[src/sv/ctc_pkg.sv]
`default_nettype none

package ctc_pkg;

  // Number of colours, and the widths of one house cost and one path sum
  localparam int unsigned NCOL    = 3;
  localparam int unsigned COST_W  = 10;
  localparam int unsigned PATH_W  = 21;

  typedef logic [COST_W-1:0] cost_t;
  typedef logic [PATH_W-1:0] path_t;

  // All ones marks a path that cannot be reached; reachable sums stop one below
  localparam path_t UNREACH = {PATH_W{1'b1}};
  localparam path_t SAT_MAX = {{(PATH_W-1){1'b1}}, 1'b0};

  function automatic path_t min2(input path_t a, input path_t b);
    return (a < b) ? a : b;
  endfunction

endpackage

`default_nettype wire

[src/sv/ctc_row.sv]
`default_nettype none

// One row of the min-plus update: all paths that share one first colour.
// Each colour takes the cheaper of the other two colours, adds its own cost
// and saturates; an unreachable predecessor pair stays unreachable.
module ctc_row (
  input  wire ctc_pkg::path_t row_i  [ctc_pkg::NCOL],
  input  wire ctc_pkg::cost_t cost_i [ctc_pkg::NCOL],
  output      ctc_pkg::path_t next_o [ctc_pkg::NCOL]
);
  import ctc_pkg::*;

  path_t              pred [NCOL];
  logic [PATH_W:0]    sum  [NCOL];

  // best predecessor for each colour
  assign pred[0] = min2(row_i[1], row_i[2]);
  assign pred[1] = min2(row_i[0], row_i[2]);
  assign pred[2] = min2(row_i[0], row_i[1]);

  // add and saturate
  always_comb begin
    for (int c = 0; c < NCOL; c++) begin
      sum[c] = {1'b0, pred[c]} + {{(PATH_W+1-COST_W){1'b0}}, cost_i[c]};
      if (pred[c] == UNREACH) begin
        next_o[c] = UNREACH;
      end else if (sum[c] > {1'b0, SAT_MAX}) begin
        next_o[c] = SAT_MAX;
      end else begin
        next_o[c] = sum[c][PATH_W-1:0];
      end
    end
  end

endmodule

`default_nettype wire

[src/sv/cyclic_three_color_min_cost.sv]
`default_nettype none

// Channel | Direction | Handshake              | Payload
// --------+-----------+------------------------+----------------------------------------
// in      | input     | in_valid_i / in_stall_o | cost_red_i, cost_green_i, cost_blue_i,
//         |           |                        | last_house_i
// out     | output    | out_valid_o/out_stall_i | min_total_o, valid_res_o
//
// One house request is taken every cycle unless the input stage holds a last
// house facing a stalled result. A request is held in an input register, then
// the nine path sums update; on the last house the ring result moves from the
// input register into the output register once the result side is free. Reset
// clears the path sums to unreachable and arms the first-house flag. A stalled
// result only holds the input stage when that stage carries a last house.
module cyclic_three_color_min_cost (
  input  wire  logic           clk_i,
  input  wire  logic           rst_ni,
  input  wire  logic           in_valid_i,
  output       logic           in_stall_o,
  input  wire  ctc_pkg::cost_t cost_red_i,
  input  wire  ctc_pkg::cost_t cost_green_i,
  input  wire  ctc_pkg::cost_t cost_blue_i,
  input  wire  logic           last_house_i,
  output       logic           out_valid_o,
  input  wire  logic           out_stall_i,
  output       ctc_pkg::path_t min_total_o,
  output       logic           valid_res_o
);
  import ctc_pkg::*;

  // input register
  logic   in_v_q, in_v_d;
  cost_t  cost_q [NCOL];
  logic   last_q;

  // ring state
  path_t  path_q [NCOL][NCOL];
  path_t  path_next [NCOL][NCOL];
  logic   ring_start_q;

  // output register
  logic   out_v_q, out_v_d;
  path_t  min_total_q;
  logic   valid_res_q;

  logic   in_acc, adv, emit;
  path_t  best;

  // the stage moves on unless it holds a last house facing a stalled result
  assign adv        = in_v_q & (~last_q | ~out_v_q | ~out_stall_i);
  assign emit       = adv & last_q;
  assign in_stall_o = in_v_q & ~adv;
  assign in_acc     = in_valid_i & ~in_stall_o;
  assign in_v_d     = in_acc | (in_v_q & ~adv);
  assign out_v_d    = emit | (out_v_q & out_stall_i);

  // nine add-min updates, one row per first colour
  for (genvar s = 0; s < NCOL; s++) begin : g_row
    ctc_row u_row (
      .row_i  (path_q[s]),
      .cost_i (cost_q),
      .next_o (path_next[s])
    );
  end

  // least updated sum whose last colour differs from the first
  always_comb begin
    best = UNREACH;
    for (int s = 0; s < NCOL; s++) begin
      for (int c = 0; c < NCOL; c++) begin
        if (c != s) begin
          best = min2(best, path_next[s][c]);
        end
      end
    end
  end

  // control registers
  always_ff @(posedge clk_i or negedge rst_ni) begin
    if (!rst_ni) begin
      in_v_q       <= 1'b0;
      out_v_q      <= 1'b0;
      ring_start_q <= 1'b1;
    end else begin
      in_v_q  <= in_v_d;
      out_v_q <= out_v_d;
      if (adv) begin
        ring_start_q <= last_q;
      end
    end
  end

  // path sums
  always_ff @(posedge clk_i or negedge rst_ni) begin
    if (!rst_ni) begin
      for (int s = 0; s < NCOL; s++) begin
        for (int c = 0; c < NCOL; c++) begin
          path_q[s][c] <= UNREACH;
        end
      end
    end else if (adv) begin
      for (int s = 0; s < NCOL; s++) begin
        for (int c = 0; c < NCOL; c++) begin
          if (last_q) begin
            path_q[s][c] <= UNREACH;
          end else if (ring_start_q) begin
            path_q[s][c] <= (s == c) ? {{(PATH_W-COST_W){1'b0}}, cost_q[c]} : UNREACH;
          end else begin
            path_q[s][c] <= path_next[s][c];
          end
        end
      end
    end
  end

  // payload registers
  always_ff @(posedge clk_i) begin
    if (in_acc) begin
      cost_q[0] <= cost_red_i;
      cost_q[1] <= cost_green_i;
      cost_q[2] <= cost_blue_i;
      last_q    <= last_house_i;
    end
    if (emit) begin
      if (ring_start_q || best == UNREACH) begin
        min_total_q <= '0;
        valid_res_q <= 1'b0;
      end else begin
        min_total_q <= best;
        valid_res_q <= 1'b1;
      end
    end
  end

  assign out_valid_o = out_v_q;
  assign min_total_o = min_total_q;
  assign valid_res_o = valid_res_q;

  // checks
  a_invalid_zero : assert property (@(posedge clk_i) disable iff (!rst_ni)
    (out_v_q && !valid_res_q) |-> (min_total_q == '0))
    else $error("invalid result carries a nonzero total");

  a_valid_reach : assert property (@(posedge clk_i) disable iff (!rst_ni)
    (out_v_q && valid_res_q) |-> (min_total_q <= SAT_MAX))
    else $error("valid result carries the unreachable code");

  a_ring_rearm : assert property (@(posedge clk_i) disable iff (!rst_ni)
    emit |=> ring_start_q)
    else $error("ring not rearmed after last house");

  a_stall_src : assert property (@(posedge clk_i) disable iff (!rst_ni)
    in_stall_o |-> (in_v_q && last_q && out_v_q && out_stall_i))
    else $error("input stalled without a blocked result");

endmodule

`default_nettype wire

[config.mk]
export PLATFORM = sky130hd
export DESIGN_NAME = cyclic_three_color_min_cost
export DESIGN_NICKNAME = d
export VERILOG_FILES = /design/src/sv/ctc_pkg.sv /design/src/sv/ctc_row.sv /design/src/sv/cyclic_three_color_min_cost.sv
export SDC_FILE = /design/constraint.sdc
export NUM_CORES = 1
export LEC_CHECK = 0
export BUFFER_PORTS_ARGS = -buffer_cell sky130_fd_sc_hd__buf_4
export CORE_MARGIN = 3
export CORE_UTILIZATION = 33
export DETAILED_ROUTE_END_ITERATION = 6
export SYNTH_ARGS = -nofsm -noshare
export SYNTH_HDL_FRONTEND = slang
export SYNTH_SLANG_ARGS = --single-unit
export TNS_END_PERCENT = 100
[constraint.sdc]
create_clock -name clk_i -period 53.8 [get_ports clk_i]
set_clock_uncertainty 0.15 [all_clocks]
set_input_delay 10.76 -clock clk_i [delete_from_list [all_inputs] [get_ports clk_i]]
set_output_delay 10.76 -clock clk_i [all_outputs]
set_load 0.005 [all_outputs]
## Word-level counts from Yosys, hierarchy flattened

Index checks and enable logic that the tools add are counted.

| word-level totals | value |
|---|---|
| logic and storage cells | 128 |
| bits in registers | 245 |

| cells by class | value |
|---|---|
| add/sub/neg operators | 9 |
| $lt $le $gt $ge | 24 |
| reductions and logical operators | 1 |
| equality and inequality tests | 10 |
| bitwise logic cells | 14 |
| mux-type cells | 52 |

Operator list:

| kind | count |
|---|---|
| $mux 21 | 51 |
| $lt 21x21->1 | 14 |
| $eq 21x21->1 const B | 10 |
| $add 21x10->22 | 9 |
| $gt 22x21->1 const B | 9 |
| $lt 21x21->1 const A | 1 |
| $and 1x1->1 | 5 |
| $not 1->1 | 5 |
| $or 1x1->1 | 4 |
| $logic_or 1x1->1 | 1 |
| $mux 1 | 1 |

## Longest topological paths before layout

Gate-level depths: netlist of the first run.

| logic depth | value |
|---|---|
| depth in word-level cells | 21 |
| mapped depth | 102 |
| gate-level depth less buffers | 88 |

## Modules after synthesis

From an unflattened synthesis of the first run, not the netlist that was laid out.

| second synthesis, totals | value |
|---|---|
| cell total of the unflattened synthesis | 4151 |
| area, all modules | 31406.4 µm² |

By module, submodules not included:

| module | cells an instance | seq. area each (µm²) | instances | area each (µm²) |
|---|---|---|---|---|
| cyclic_three_color_min_cost | 1532 | 6633.9 | 1 | 13963.4 |
| ctc_row (g_row[0].u_row ...) | 874 | 0.0 | 2 | 5858.1 |
| ctc_row (g_row[1].u_row) | 871 | 0.0 | 1 | 5726.7 |

## Worst setup path before layout of the first run

No wires, ideal clock.

| path | value |
|---|---|
| path kind | input to output |
| from | in out_stall_i |
| to | out in_stall_o |
| path slack | 31.944 ns |
| stages on the path | 2 |
| arrival | 10.946 ns |
| required time | 42.890 ns |
| path through | nand4_1 inv_1 |

| on the way | value |
|---|---|
| word-level cells in the longest chain between the ends | 5 |

RTL lines:

| item | RTL line | source |
|---|---|---|
| start, declared | cyclic_three_color_min_cost.sv:25 | `input wire logic out_stall_i,` |
| $not 1->1 | cyclic_three_color_min_cost.sv:50 | `assign adv = in_v_q & (~last_q \| ~out_v_q \| ~out_stall_i);` |
| $or 1x1->1 | cyclic_three_color_min_cost.sv:50 |  |
| $and 1x1->1 | cyclic_three_color_min_cost.sv:50 |  |
| $not 1->1 | cyclic_three_color_min_cost.sv:52 | `assign in_stall_o = in_v_q & ~adv;` |
| $and 1x1->1 | cyclic_three_color_min_cost.sv:52 |  |
| end, declared | cyclic_three_color_min_cost.sv:19 | `output logic in_stall_o,` |

Every way passes these cells.

## Worst setup path after layout of the first run

Same ends and word-level chain as after synthesis.

==> results of run 1 <==
routing by layer:
| metal | vias to the layer above | global-route usage, % |
|---|---|---|
| li1 | 12700 | - |
| met1 | 12900 | 30.5 |
| met2 | 1028 | 37.0 |
| met3 | 242 | 3.41 |
| met4 | 6 | 9.83 |
| met5 | - | 0 |
worst min-delay path, cell delays in order (launching register included):
cell	delay (ps)
dfstp_2	370
nor2_1	90
a21oi_1	50
cell usage in the layout, fill, tap and decap left out, types with 20 or more instances in the layout:
cell,count
nor2b_1,37
nand2b_1,36
nand4_1,75
dfstp_2,190
nand3_1,107
a21oi_1,356
a21o_1,107
xor2_1,61
or3_1,25
mux2_2,53
o22ai_1,24
clkbuf_16,31
inv_1,231
or2_2,46
o21ai_0,195
o21a_1,41
nand2_1,258
a211oi_1,40
mux2i_1,105
nor4_1,29
o22a_1,28
o21bai_1,20
and3_1,32
nor3_1,79
edfxtp_1,53
xnor2_1,150
buf_4,92
nor2_1,369
ha_1,369
worst paths after layout:
kind | endpoint | slack (ps) | start | depth (start not counted)
setup / recovery | in_stall_o | 31710 | out_stall_i | 4
hold / removal | path_q[146]$_DFFE_PN1P_ | 360 | path_q[146]$_DFFE_PN1P_ | 2
setup reg to reg | min_total_o[0]$_SDFFCE_PP0P_ | 32970 | path_q[133]$_DFFE_PN1P_ | 81
hold reg to reg | path_q[146]$_DFFE_PN1P_ | 360 | path_q[146]$_DFFE_PN1P_ | 2
max in group asynchronous | path_q[127]$_DFFE_PN1P_ | 42210 | rst_ni | 2
min in group asynchronous | out_valid_o$_DFF_PN0_ | 10030 | rst_ni | 1
state kept, by name, indices dropped and copies added (netlist names):
| register | count |
|---|---|
| path_q | 189 |
| cost_q | 30 |
| out_valid_o | 1 |
| valid_res_o | 1 |
| in_v_q | 1 |
| min_total_o | 21 |
| ring_start_q | 1 |
| last_q | 1 |
area by class of cell:
cell class              instances  area, sq um  area share, %
flip-flops and latches        245         6630           21.5
diodes                          2         5.00         0.0162
multi-input cells            2890        20100           65.2
inverters                     232          871           2.83
repair buffers                 93          704           2.29
clock inverters                18          243          0.788
clock buffers                  38          842           2.73
well taps                    1134         1420           4.60
stage by stage:
step / hold WS [ps] / setup WS [ps] / instance area, sq um / std cells / utilization (%)
final: 362 / 31710 / 30800 / 4652 / 36.6
after global routing: 381 / 31670 / 30800 / 4650 / 36.6
after CTS: 367 / 31700 / 30800 / 4650 / 36.6
after detailed placement: 354 / 31700 / 29700 / 4594 / 35.3
after global placement: 345 / 31680 / 29700 / 4594 / 35.3
after floorplan: 332 / 31940 / 28200 / 3518 / -
logic make-up (layout without fill, tap and decap cells):
kind of cell / count (synthesis) / after routing
AOI/OAI and AO/OA: 970 / 970
other: 0 / 2
muxes: 160 / 160
DFF: 245 / 245
xor gates and xnor gates: 211 / 211
adders and majority gates: 378 / 378
and+or+nand+nor: 1171 / 1171
buffers and inverters: 383 / 381
==> flow_summary.ini, run 1 <==
[detailed_routing]
dr.pass1.iters = 6
drtIter0Drc = 2679
m1WireLength_microns = 46000
avgRoutedWirePerCell_microns = 22.8
vias = 26900
wl_met3_microns = 7290
top_layer_used = met5
ant_nets = 0
drt_wl_total_microns = 106000
via_per_inst = 5.78
drc = 0
route.met2.wl_microns = 47500

[finish]
area_growth_pct = 9.24
finalNetCount = 3905
drive_gt1_share_pct = 13.2
filler_cell_count = 8831

[synth]
yosysMostFrequentCell = nor2_1
synth_seq_cells = 245
synth_edf_count = 53
async_flop_share_pct = 78.4
synth_flop_cell = dfstp_2
synthXorXnorAreaFrac_pct = 6.55
synth_mux_area_share_pct = 5.92
ys_seq_area_share_pct = 23.5
ys_warn_count = 0
synth_area_leader_cell = dfstp_2
yosysUniqueCellTypes = 86
synth_top_area_share_pct = 17.7
syn_area_sq_um = 28200
synthesis.nets = 3931
synth_fa_ha_area_share_pct = 17.0
synth_compound_area_share_pct = 21.6
synth_top_family_by_area = compound AO/OA/AOI/OAI gates
synth_area_per_cell_sq_um = 8.02
synth_area_leaders = dfstp_2 (18%), ha_1 (16%), a21oi_1 (6.3%), edfxtp_1 (5.6%), nor2_1 (4.9%)
synth_common_cells = nor2_1 (371), ha_1 (369), a21oi_1 (356)
synth_simple_gate_area_share_pct = 20.1
syn_inst = 3518

[worst_setup_path]
crit_fanout = 3
crit_family = buffers and inverters
crit_buf_inv = 3
crit_arrival_ps = 11180
end_kind = output port
cp-start-kind = input port
slowest_stage = buf_4
crit_chain = buf_4 -> nand4_1 -> inv_1 -> buf_4
max_stage_delay_ps = 130
cpMostUsedCell = buf_4
cp.required_ps = 42890
critPathKind = input port to output port

[run_status]
status = finished, final reports clean

[job]
cap_violations = 0

[clock_tree]
cts-root-buf = clkbuf_16
cts.sinks = 245
cts_htree_levels = 1
cts_setup_buffers = 0
post_cts_resized = 0
hold_buffers = 0
worstSkewPairLatency_ps = 600
clk_pin_slew_ps = 60
cts.path.max_buffers = 3
cts_buffers = 30
cts_tree = yes

[die]
start_util_pct = 33.5
rows = 106
die-width_microns = 298
die_h_microns = 298
coreArea_sq_um = 84200
ios = 59
fp.dieArea_sq_um = 89000

[global_routing]
grt_start_max_net_pins = 80
grt_pass1_vias = 25600
antenna_found_initial = 5
grt_pass1_wl_microns = 159000
grt_overflow = 0
grt_usage_pct = 22.9

[place]
portBuffers = 58
gp_congestion = 0.982
hpwl_microns = 83300

[sta]
finalMaxSlewViolations = 0
slew_headroom_pct = 24.1
tightestPinTransition_ps = 1110
min_period_ps = 22090
setup_tns_ps = 0
setup_violations = 0
hold_viol = 0
fin_crit_sh_pct = 41.1
fmax_mhz = 45.3
grt_setup_unrepaired = no

[min_path]
min_path_type = flop to flop
Power of run 1 is left out: the tool's default activity adds up to more than one toggle a clock period on the data nets, which glitch-free logic cannot reach.
==> run 2: changes to the inputs <==
Clock period 53.8 ns to 23.2 ns, I/O delays scaled along.
==> flow_summary.ini, run 2 (synthesis results as in run 1) <==
[detailed_routing]
vias = 27200
drtIter0Drc = 2662
ant_nets = 0
drt_wl_total_microns = 113000
dr.pass1.iters = 7
avgRoutedWirePerCell_microns = 24.2
via_per_inst = 5.85
drc = 0

[clock_tree]
clk_pin_slew_ps = 60
cts_tree = yes
post_cts_resized = 0
cts_htree_levels = 2
cts.path.max_buffers = 3
worstSkewPairLatency_ps = 580
cts_buffers = 35
cts_setup_buffers = 0
hold_buffers = 0
cts-root-buf = clkbuf_16
cts.sinks = 245

[sta]
hold_viol = 0
finalMaxSlewViolations = 0
slew_headroom_pct = 14.1
fmax_mhz = 47.7
tightestPinTransition_ps = 1280
min_period_ps = 20960
fin_crit_sh_pct = 90.3
setup_tns_ps = 0
grt_setup_unrepaired = no
setup_violations = 0

[die]
fp.dieArea_sq_um = 89000
start_util_pct = 33.5
ios = 59
die_h_microns = 298
die-width_microns = 298
coreArea_sq_um = 84200
rows = 106

[global_routing]
grt.met2_usage_pct = 38.4
busiest_layer = met2
grt_start_max_net_pins = 92
grt_pass1_wl_microns = 169000
grt_util_met3_pct = 4.64
grt_usage_pct = 24.6
use_met1_pct = 32.9
grt_overflow = 0
antenna_found_initial = 3
grt_pass1_vias = 26200

[worst_setup_path]
max_stage_delay_ps = 1060
cp-start-kind = flop
critPathKind = flop to flop
cp.required_ps = 23400
cpMostUsedCell = o21ai_0
crit_arrival_ps = 21150
crit_fanout = 46
slowest_stage = nor4_1
end_kind = flop

[finish]
filler_cell_count = 8779
final_cell_mix = nor2_1 (369), ha_1 (369), a21oi_1 (356), nand2_1 (258), inv_1 (231)
finalNetCount = 3909
area_growth_pct = 9.42
drive_gt1_share_pct = 13.4
n_antenna_cell = 0
largest_reg_flops = 189
top_register = path_q

[place]
gp_congestion = 0.976
portBuffers = 58
hpwl_microns = 88600

[job]
cap_violations = 0

[run_status]
status = finished, final reports clean

[min_path]
min_path_type = flop to flop
[run 2: worst paths after layout]
| check | from | end | slack, ps | cells after the start |
|---|---|---|---|---|
| worst min register to register | path_q[66]$_DFFE_PN1P_ | path_q[66]$_DFFE_PN1P_ | 360 | 2 |
| max in group asynchronous | rst_ni | path_q[89]$_DFFE_PN1P_ | 17600 | 2 |
| worst min-delay path | path_q[66]$_DFFE_PN1P_ | path_q[66]$_DFFE_PN1P_ | 360 | 2 |
| min in group asynchronous | rst_ni | path_q[40]$_DFFE_PN1P_ | 4280 | 1 |
| worst max register to register | path_q[142]$_DFFE_PN1P_ | min_total_o[0]$_SDFFCE_PP0P_ | 2240 | 79 |
| worst max-delay path | path_q[142]$_DFFE_PN1P_ | min_total_o[0]$_SDFFCE_PP0P_ | 2240 | 79 |
[run 2: cell type report]
| type | instances | area, sq um | share of cell area [%] |
|---|---|---|---|
| Clock inverter | 16 | 139 | 0.450 |
| Sequential cell | 245 | 6630 | 21.5 |
| Inverter | 232 | 871 | 2.82 |
| Tap cell | 1134 | 1420 | 4.60 |
| Multi-Input combinational cell | 2890 | 20100 | 65.1 |
| Timing Repair Buffer | 92 | 697 | 2.26 |
| Clock buffer | 48 | 1010 | 3.26 |
[run 2: metal layers]
layer / part of all wire, % / vias up
met2: 44 / 1092
met3: 8.1 / 245
met5: 0.012 / -
met4: 4.9 / 2
met1: 43 / 13200
li1: - / 12700
[run 2: through the flow]
step / util [%] / area (sq um) / worst slack (ps) / hold WS, ps / cells
floorplan: - / 28200 / 6310 / 332 / 3518
global placement: 35.3 / 29700 / 2600 / 351 / 4593
detailed placement: 35.3 / 29700 / 2300 / 356 / 4593
CTS: 36.7 / 30900 / 2220 / 368 / 4657
global route: 36.7 / 30900 / 386 / 384 / 4657
finish: 36.7 / 30900 / 2240 / 365 / 4657
[run 2: worst max-delay path, delay by kind of cell (launching register included)]
family	cells	cell delay, ps
flops	1	650
fa+ha+maj	8	2570
xor+xnor	1	230
simple gates	30	5630
compound gates	33	9610
mux	2	810
buf+inv	5	1040
Power of run 2 is left out for the same reason.
